## src/design/cam_window_sync_decoder_core_assert.svh

```systemverilog
// Assertion macros for the cam window sync decoder core.
`ifndef CAM_WINDOW_SYNC_DECODER_CORE_ASSERT_SVH
`define CAM_WINDOW_SYNC_DECODER_CORE_ASSERT_SVH

// Same-cycle implication, sampled on clk, off during reset.
`define CWSD_ASSERT_NOW(label, cond, expr, msg) \
	label: assert property (@(posedge clk) disable iff (!arst_n) (cond) |-> (expr)) \
		else $error(msg);

// Next-cycle implication, sampled on clk, off during reset.
`define CWSD_ASSERT_NEXT(label, cond, expr, msg) \
	label: assert property (@(posedge clk) disable iff (!arst_n) (cond) |=> (expr)) \
		else $error(msg);

`endif

```

## src/design/cwsd_pkg.sv

```systemverilog
// Types and constants of the cam window sync decoder.
package cwsd_pkg;

	localparam int NUM_EVENTS  = 16;
	localparam int EV_W        = $clog2(NUM_EVENTS);
	localparam int ANGLE_SCALE = 50;

	localparam int unsigned DIVISOR     = 90 * ANGLE_SCALE;
	localparam int          RECIP_SHIFT = 31 + $clog2(DIVISOR);
	localparam logic [63:0] RECIP_FULL  = (64'd1 << RECIP_SHIFT) / 64'(DIVISOR);
	localparam logic [31:0] RECIP       = RECIP_FULL[31:0];

	localparam logic [7:0] EXPECTED_COUNTS [NUM_EVENTS] = '{
		8'd4, 8'd86, 8'd44, 8'd46, 8'd4, 8'd86, 8'd14, 8'd76,
		8'd4, 8'd86, 8'd24, 8'd66, 8'd4, 8'd86, 8'd34, 8'd56
	};

	localparam int CFG_IDX_W = 3;
	localparam logic [CFG_IDX_W-1:0] CFG_AMBIGUOUS   = 3'd0;
	localparam logic [CFG_IDX_W-1:0] CFG_MAX_TOOTH   = 3'd1;
	localparam logic [CFG_IDX_W-1:0] CFG_MAX_CUM     = 3'd2;
	localparam logic [CFG_IDX_W-1:0] CFG_ERODE       = 3'd3;
	localparam logic [CFG_IDX_W-1:0] CFG_MULTIPLIER  = 3'd4;

	localparam logic [7:0]  RST_AMBIGUOUS  = 8'd86;
	localparam logic [6:0]  RST_MAX_TOOTH  = 7'd5;
	localparam logic [6:0]  RST_MAX_CUM    = 7'd10;
	localparam logic [15:0] RST_ERODE      = 16'd8;
	localparam logic [15:0] RST_MULTIPLIER = 16'd1;
	localparam logic [7:0]  RST_READING    = 8'hFF;

	typedef enum logic [1:0] {
		LOSS_NONE  = 2'd0,
		LOSS_TOOTH = 2'd1,
		LOSS_CUM   = 2'd2
	} loss_t;

	typedef struct packed {
		logic            synced;
		logic [EV_W-1:0] event_index;
		logic [7:0]      tooth_error;
		logic [7:0]      cumulative_error;
		loss_t           loss_kind;
		logic            calc_request;
	} res_t;

endpackage

```

## src/design/cam_window_sync_decoder_core.sv

```systemverilog
// Cam window sync decoder: sync search, tooth error tracking, ticks per degree.
// Throughput: one edge per cycle until a stalled output backs up the stages.
// The sync state updates in one pass as a beat leaves the input register, and
// ticks per degree follows in a multiply pipeline of stages s2 to s5.
// Reset: asynchronous, clears sync, errors and counters, loads register defaults.
// Stages advance independently, so bubbles close up while the output is stalled.
`include "cam_window_sync_decoder_core_assert.svh"

module cam_window_sync_decoder_core (
	input  logic                              clk,
	input  logic                              arst_n,
	input  logic                              cfg_write,
	input  logic [cwsd_pkg::CFG_IDX_W-1:0]    cfg_index,
	input  logic [15:0]                       cfg_data,
	input  logic                              edge_valid,
	output logic                              edge_stall,
	input  logic [7:0]                        accumulator_reading,
	input  logic [15:0]                       edge_time,
	input  logic                              overflow_pending,
	input  logic [15:0]                       time_extension,
	output logic                              result_valid,
	input  logic                              result_stall,
	output logic                              synced,
	output logic [cwsd_pkg::EV_W-1:0]         event_index,
	output logic signed [7:0]                 tooth_error,
	output logic signed [7:0]                 cumulative_error,
	output logic [1:0]                        loss_kind,
	output logic                              calc_request,
	output logic [15:0]                       ticks_per_degree
);

	// configuration
	logic [7:0]  ambiguous_q;
	logic [6:0]  max_tooth_q;
	logic [6:0]  max_cum_q;
	logic [15:0] erode_period_q;
	logic [15:0] multiplier_q;

	always_ff @(posedge clk or negedge arst_n) begin
		if (!arst_n) begin
			ambiguous_q    <= cwsd_pkg::RST_AMBIGUOUS;
			max_tooth_q    <= cwsd_pkg::RST_MAX_TOOTH;
			max_cum_q      <= cwsd_pkg::RST_MAX_CUM;
			erode_period_q <= cwsd_pkg::RST_ERODE;
			multiplier_q   <= cwsd_pkg::RST_MULTIPLIER;
		end else if (cfg_write) begin
			case (cfg_index)
				cwsd_pkg::CFG_AMBIGUOUS:  ambiguous_q    <= cfg_data[7:0];
				cwsd_pkg::CFG_MAX_TOOTH:  max_tooth_q    <= cfg_data[6:0];
				cwsd_pkg::CFG_MAX_CUM:    max_cum_q      <= cfg_data[6:0];
				cwsd_pkg::CFG_ERODE:      erode_period_q <= cfg_data;
				cwsd_pkg::CFG_MULTIPLIER: multiplier_q   <= cfg_data;
				default: ;
			endcase
		end
	end

	// pipeline control
	logic v_s1, v_s2, v_s3, v_s4, v_s5;
	logic rdy1, rdy2, rdy3, rdy4, rdy5;

	assign rdy5 = !v_s5 || !result_stall;
	assign rdy4 = !v_s4 || rdy5;
	assign rdy3 = !v_s3 || rdy4;
	assign rdy2 = !v_s2 || rdy3;
	assign rdy1 = !v_s1 || rdy2;
	assign edge_stall = !rdy1;

	logic advance1;
	assign advance1 = v_s1 && rdy2;

	always_ff @(posedge clk or negedge arst_n) begin
		if (!arst_n) begin
			v_s1 <= 1'b0;
			v_s2 <= 1'b0;
			v_s3 <= 1'b0;
			v_s4 <= 1'b0;
			v_s5 <= 1'b0;
		end else begin
			if (rdy1) v_s1 <= edge_valid;
			if (rdy2) v_s2 <= v_s1;
			if (rdy3) v_s3 <= v_s2;
			if (rdy4) v_s4 <= v_s3;
			if (rdy5) v_s5 <= v_s4;
		end
	end

	// input register
	logic [7:0]  reading_s1;
	logic [15:0] etime_s1;
	logic        ovf_s1;
	logic [15:0] ext_s1;

	always_ff @(posedge clk) begin
		if (rdy1 && edge_valid) begin
			reading_s1 <= accumulator_reading;
			etime_s1   <= edge_time;
			ovf_s1     <= overflow_pending;
			ext_s1     <= time_extension;
		end
	end

	// decoder state
	logic                      sync_q;
	logic [cwsd_pkg::EV_W-1:0] event_q;
	logic [7:0]                prev_reading_q;
	logic [7:0]                prev_count_q;
	logic [7:0]                running_q;
	logic [15:0]               erode_q;
	logic [31:0]               last_stamp_q;

	logic                      sync_n;
	logic [cwsd_pkg::EV_W-1:0] event_n;
	logic [7:0]                prev_count_n;
	logic [7:0]                running_n;
	logic [15:0]               erode_n;
	logic [31:0]               last_stamp_n;
	cwsd_pkg::res_t            res_n;
	logic [31:0]               period_n;

	always_comb begin
		logic [7:0]                count;
		logic                      found;
		logic [cwsd_pkg::EV_W-1:0] match_idx;
		logic [cwsd_pkg::EV_W-1:0] prev_ev;
		logic [7:0]                terr;
		logic [7:0]                sum;
		logic [15:0]               erode_inc;
		logic signed [8:0]         te9;
		logic signed [8:0]         rc9;
		logic signed [8:0]         tooth_lim;
		logic signed [8:0]         cum_lim;
		logic [15:0]               hi;
		logic [31:0]               stamp;

		count     = reading_s1 - prev_reading_q;
		found     = 1'b0;
		match_idx = '0;
		for (int i = cwsd_pkg::NUM_EVENTS - 1; i >= 0; i--) begin
			if (cwsd_pkg::EXPECTED_COUNTS[i] == count) begin
				found     = 1'b1;
				match_idx = cwsd_pkg::EV_W'(i);
			end
		end
		prev_ev = match_idx - 1'b1;

		sync_n       = sync_q;
		event_n      = event_q;
		prev_count_n = prev_count_q;
		running_n    = running_q;
		erode_n      = erode_q;
		last_stamp_n = last_stamp_q;
		period_n     = '0;
		terr         = '0;
		sum          = '0;
		erode_inc    = '0;
		te9          = '0;
		rc9          = '0;
		hi           = '0;
		stamp        = '0;
		tooth_lim    = signed'({2'b00, max_tooth_q});
		cum_lim      = signed'({2'b00, max_cum_q});

		res_n.loss_kind    = cwsd_pkg::LOSS_NONE;
		res_n.calc_request = 1'b0;

		// search
		if (!sync_q && count != ambiguous_q && found) begin
			event_n      = prev_ev;
			prev_count_n = count;
			if (cwsd_pkg::EXPECTED_COUNTS[prev_ev] == prev_count_q) sync_n = 1'b1;
		end

		res_n.cumulative_error = running_q;

		if (sync_n) begin
			event_n = event_n + 1'b1;
			terr    = count - cwsd_pkg::EXPECTED_COUNTS[event_n];
			sum     = running_q + terr;
			if (erode_period_q != '0) begin
				erode_inc = erode_q + 1'b1;
				if (erode_inc == erode_period_q) begin
					erode_n = '0;
					if (!sum[7] && sum != '0) begin
						sum = sum - 1'b1;
					end else if (sum[7]) begin
						sum = sum + 1'b1;
					end
				end else begin
					erode_n = erode_inc;
				end
			end
			running_n              = sum;
			res_n.cumulative_error = sum;
			te9 = signed'({terr[7], terr});
			rc9 = signed'({sum[7], sum});
			if (te9 > tooth_lim || te9 < -tooth_lim) begin
				res_n.loss_kind = cwsd_pkg::LOSS_TOOTH;
			end else if (rc9 > cum_lim || rc9 < -cum_lim) begin
				res_n.loss_kind = cwsd_pkg::LOSS_CUM;
			end
			if (res_n.loss_kind != cwsd_pkg::LOSS_NONE) begin
				sync_n    = 1'b0;
				running_n = '0;
				erode_n   = '0;
			end else if (event_n[0]) begin
				hi = ext_s1;
				if (ovf_s1 && !etime_s1[15]) hi = hi + 1'b1;
				stamp              = {hi, etime_s1};
				period_n           = stamp - last_stamp_q;
				last_stamp_n       = stamp;
				res_n.calc_request = 1'b1;
			end
		end

		res_n.synced      = sync_n;
		res_n.event_index = event_n;
		res_n.tooth_error = terr;
	end

	always_ff @(posedge clk or negedge arst_n) begin
		if (!arst_n) begin
			sync_q         <= 1'b0;
			event_q        <= '0;
			prev_reading_q <= cwsd_pkg::RST_READING;
			prev_count_q   <= cwsd_pkg::RST_READING;
			running_q      <= '0;
			erode_q        <= '0;
			last_stamp_q   <= '0;
		end else if (advance1) begin
			sync_q         <= sync_n;
			event_q        <= event_n;
			prev_reading_q <= reading_s1;
			prev_count_q   <= prev_count_n;
			running_q      <= running_n;
			erode_q        <= erode_n;
			last_stamp_q   <= last_stamp_n;
		end
	end

	// ticks per degree pipeline
	cwsd_pkg::res_t res_s2, res_s3, res_s4, res_s5;
	logic [15:0]    mult_s2;
	logic [31:0]    period_s2;
	logic [31:0]    prod_s3;
	logic [31:0]    prod_s4;
	logic [31:0]    quot_s4;
	logic [15:0]    tpd_s5;

	logic [63:0] recip_prod;
	logic [63:0] quot_full;
	logic [31:0] remainder;
	logic [31:0] quot_fixed;

	assign recip_prod = {32'd0, prod_s3} * {32'd0, cwsd_pkg::RECIP};
	assign quot_full  = recip_prod >> cwsd_pkg::RECIP_SHIFT;
	assign remainder  = prod_s4 - 32'(quot_s4 * cwsd_pkg::DIVISOR);
	assign quot_fixed = (remainder >= 32'(cwsd_pkg::DIVISOR)) ? quot_s4 + 1'b1 : quot_s4;

	always_ff @(posedge clk) begin
		if (rdy2 && v_s1) begin
			res_s2    <= res_n;
			mult_s2   <= res_n.calc_request ? multiplier_q : 16'd0;
			period_s2 <= period_n;
		end
		if (rdy3 && v_s2) begin
			res_s3  <= res_s2;
			prod_s3 <= 32'({16'd0, mult_s2} * period_s2);
		end
		if (rdy4 && v_s3) begin
			res_s4  <= res_s3;
			prod_s4 <= prod_s3;
			quot_s4 <= quot_full[31:0];
		end
		if (rdy5 && v_s4) begin
			res_s5 <= res_s4;
			tpd_s5 <= quot_fixed[15:0];
		end
	end

	assign result_valid     = v_s5;
	assign synced           = res_s5.synced;
	assign event_index      = res_s5.event_index;
	assign tooth_error      = signed'(res_s5.tooth_error);
	assign cumulative_error = signed'(res_s5.cumulative_error);
	assign loss_kind        = res_s5.loss_kind;
	assign calc_request     = res_s5.calc_request;
	assign ticks_per_degree = tpd_s5;

	`CWSD_ASSERT_NOW(a_loss_drops_sync, result_valid && loss_kind != cwsd_pkg::LOSS_NONE, !synced, "sync held after a loss")
	`CWSD_ASSERT_NOW(a_calc_on_odd_sync, result_valid && calc_request, synced && event_index[0] && loss_kind == cwsd_pkg::LOSS_NONE, "speed figure outside an odd synced event")
	`CWSD_ASSERT_NOW(a_tpd_zero_idle, result_valid && !calc_request, ticks_per_degree == 16'd0, "ticks per degree without a request")
	`CWSD_ASSERT_NEXT(a_unsynced_clear, !sync_n && advance1, running_q == 8'd0 && erode_q == 16'd0, "error state left after sync loss")

endmodule
```

## config.mk

```make
export PLATFORM = sky130hd
export DESIGN_NAME = cam_window_sync_decoder_core
export DESIGN_NICKNAME = d
export VERILOG_FILES = /design/src/design/cwsd_pkg.sv /design/src/design/cam_window_sync_decoder_core.sv
export VERILOG_INCLUDE_DIRS = /design/src /design/src/design
export SDC_FILE = /design/constraint.sdc
export NUM_CORES = 2
export LEC_CHECK = 0
export BUFFER_PORTS_ARGS = -buffer_cell sky130_fd_sc_hd__clkbuf_2
export CAP_MARGIN = 20
export CELL_PAD_IN_SITES_DETAIL_PLACEMENT = 1
export CELL_PAD_IN_SITES_GLOBAL_PLACEMENT = 1
export CORE_AREA = 4 4 336 272
export CTS_CLUSTER_SIZE = 30
export DETAILED_ROUTE_END_ITERATION = 10
export DIE_AREA = 0 0 340 276
export PLACE_DENSITY = 0.92
export SETUP_SLACK_MARGIN = 0.15
export SLEW_MARGIN = 20
export SYNTH_ARGS = -nofsm -noshare
export SYNTH_HDL_FRONTEND = slang
export SYNTH_SLANG_ARGS = --single-unit
export TNS_END_PERCENT = 30
```

## constraint.sdc

```tcl
create_clock -name clk -period 22.6 [get_ports clk]
set_input_delay 4.52 -clock clk [delete_from_list [all_inputs] [get_ports clk]]
set_output_delay 4.52 -clock clk [all_outputs]
set_load 0.05 [all_outputs]
```

==> metrics.txt <==
Vias=36634; CTS Buf Count=47; Worst-path clk slew=70 ps; DP HPWL=116.8 mm; crit path from=prev_reading_q[1]$_DFFE_PN1P_; Area growth syn-to-layout=7.587%; fraction of final layout cells with drive strength greater than 1=0.08205; post_cts resized=0; die width=340 microns; I/O Pins=107; Yosys Warn Count=0; GRT overflow=0; Tmin final=13250 ps; initial antenna violation count=3; slowest cell on the critical path=xnor2_1; period utilization=0.5862; first-pass GRT wire length=243.9 mm; fin nets=6259; Worst Tran Pin Value=1080 ps; H-tree depth=2; relative slew slack=0.2783; routed vias/inst=6.017; Clk Latency, worst-skew pair=640 ps; Post-CTS Setup Inserts=0; Seq/Total Area, Yosys=0.2398; drc violations=0; CTS tree=yes; kind of critical path=reg -> reg; Post-Syn Nets=6143; Die Area=93840 sq um; Max Cap Violations=0; Post-synth EDFFs=283; DRT antenna net count=0; initial cell density of the core=0.5630; crit end category=register; root buffer cell=clkbuf_16; Hold Crit Class=reg -> reg; cell area after synthesis=49770 sq um; ys flop type=edfxtp_1; share of flip-flops with an asynchronous set or reset=0.3246; RSZ-0062 raised after global routing=false; IO Port Bufs=106; pin count of the biggest net entering global routing=81; Syn Area/Cell=10.52 sq um; Syn Inst Count=4732; most common cell after layout, fill and taps aside=inv_1; Tot GR Track Use=0.3326; Crit path largest cell delay=840 ps; DR pass1 iterations=5; clock buffer depth=3; total clock sinks=419; Worst Skew=33.26 ps; hold violation count in the final report=0; Max Freq=0.07548 GHz; most frequent cells in the layout=945 x inv_1, 700 x ha_1, 646 x fa_1, 349 x nand2_1, 283 x edfxtp_1; row count=98; WL final=154.8 mm; Slew Viols, Final=0; post-synth cell types=95; critical path startpoint category=register; Crit Path Max Fanout=22; Core Box Area=88410 sq um; hold buffer count at cts=0; GPL Wtd Cong=0.8664; Die Span Y=276 microns; WL/cell=25.42 microns; initial detailed-routing violation count=2663; synthesized flop and latch total=419; Critical Path RT=23110 ps; beginning of the worst hold path=res_s4[12]$_DFFE_PP_; Arr. time, crit path=13750 ps; number of global-route vias before repair=43498; status=finished clean; Final setup violation count=0; setup TNS=0 ps; Crit Reg-Reg Startpoint=prev_reading_q[1]$_DFFE_PN1P_
-- path summary, 6_finish.rpt --
path	endpoint	slack, ps	cells past startpoint
worst min register to register	tooth_error[1]$_DFFE_PP_	420	0
worst min-delay path	tooth_error[1]$_DFFE_PP_	420	0
worst max-delay path	mult_s2[3]$_SDFFCE_PN0P_	9350	49
worst max register to register	mult_s2[3]$_SDFFCE_PN0P_	9350	49
max in group asynchronous	event_q[3]$_DFFE_PN0P_	17360	2
min in group asynchronous	last_stamp_q[10]$_DFFE_PN0P_	3910	1
-- metrics by stage --
step / instance area, sq um / utilization / hold WS, ps / setup WS [ps] / std cells
5_1_grt: 53550 / 0.6057 / 424.0 / 8561 / 6087
3_3_place_gp: 51890 / 0.5870 / 403.0 / 10350 / 5997
3_5_place_dp: 51900 / 0.5871 / 407.2 / 9409 / 5997
2_1_floorplan: 49770 / - / 400.3 / 12580 / 4732
4_1_cts: 53500 / 0.6051 / 422.0 / 9152 / 6085
6_report: 53550 / 0.6057 / 419.6 / 9352 / 6088
-- worst max-delay path, delay by kind of cell (launching register included) --
family | cells | cell delay (ps)
AOI/OAI and AO/OA | 19 | 4200
xor gates and xnor gates | 4 | 1530
adders and majority gates | 5 | 1500
buffers and inverters | 3 | 480
DFF | 1 | 560
muxes | 1 | 290
and+or+nand+nor | 17 | 4520
-- registers in the layout (all words and copies together), names as in the netlist, 16 cells and up --
signal / flops
erode_period_q: 16
erode_q: 16
etime_s1: 16
ext_s1: 16
last_stamp_q: 32
mult_s2: 16
multiplier_q: 16
period_s2: 32
prod_s3: 32
prod_s4: 30
quot_s4: 20
res_s2: 24
res_s3: 24
res_s4: 24
ticks_per_degree: 16
-- cells by family after synthesis --
family | Yosys count | synth area share
multiplexers | 100 | 0.02466
buffers and inverters | 1050 | 0.07996
XOR/XNOR | 238 | 0.04218
AO/OA/AOI/OAI | 537 | 0.07114
adder cells (fa/ha/maj) | 1346 | 0.4358
AND/OR/NAND/NOR | 1042 | 0.1065
flip-flops | 419 | 0.2398
-- per-layer routing --
layer | GRT usage | up-vias | part of all wire
li1 | - | 15599 | -
met4 | 0.1685 | 0 | 0.058
met1 | 0.3826 | 18825 | 0.37
met3 | 0.05881 | 631 | 0.062
met5 | 0 | - | 0
met2 | 0.5954 | 1579 | 0.51
-- layout make-up --
class,instances,area (sq um)
Multi-Input combinational cell,3263,33930
Antenna cell,1,2.502
Clock inverter,27,285.3
Inverter,950,3567
Tap cell,1200,1501
Clock buffer,61,1310
Sequential cell,419,11930
Timing Repair Buffer,167,1022
Fill cell,9488,34860
-- cells in the mapped netlist (all sizes together) (9+ instances only) --
master   instances  area (sq um)
inv            949          3562
ha             700          8758
fa             646         12930
nand2          351          1323
edfxtp         283          8498
and2           227          1420
xnor2          152          1339
o21ai          136         680.7
nor2           134         503.0
a21oi          131         666.9
dfrtp          110          2753
xor2            86         760.7
clkbuf          84         315.3
mux2            84          1055
nor3            52         260.3
a21o            50         376.6
nand3           49         257.8
nor2b           47         294.0
nand2b          44         275.3
o21a            43         322.8
and3            29         186.4
nand4           28         175.2
dfstp           26         683.2
a22o            23         201.4
nor4            22         158.9
o31ai           20         163.9
a31oi           16         100.1
buf             16         98.85
mux2i           16         172.7
a211oi          15         112.6
or3             14         87.58
o21bai          11         82.58
or2             11         68.82
o22ai           10         75.07
a21boi           9         67.56
nor3b            9         67.56
o2111ai          9         85.08
Power is left out: the tool's default activity adds up to more than one toggle a clock period on the data nets, which glitch-free logic cannot reach.
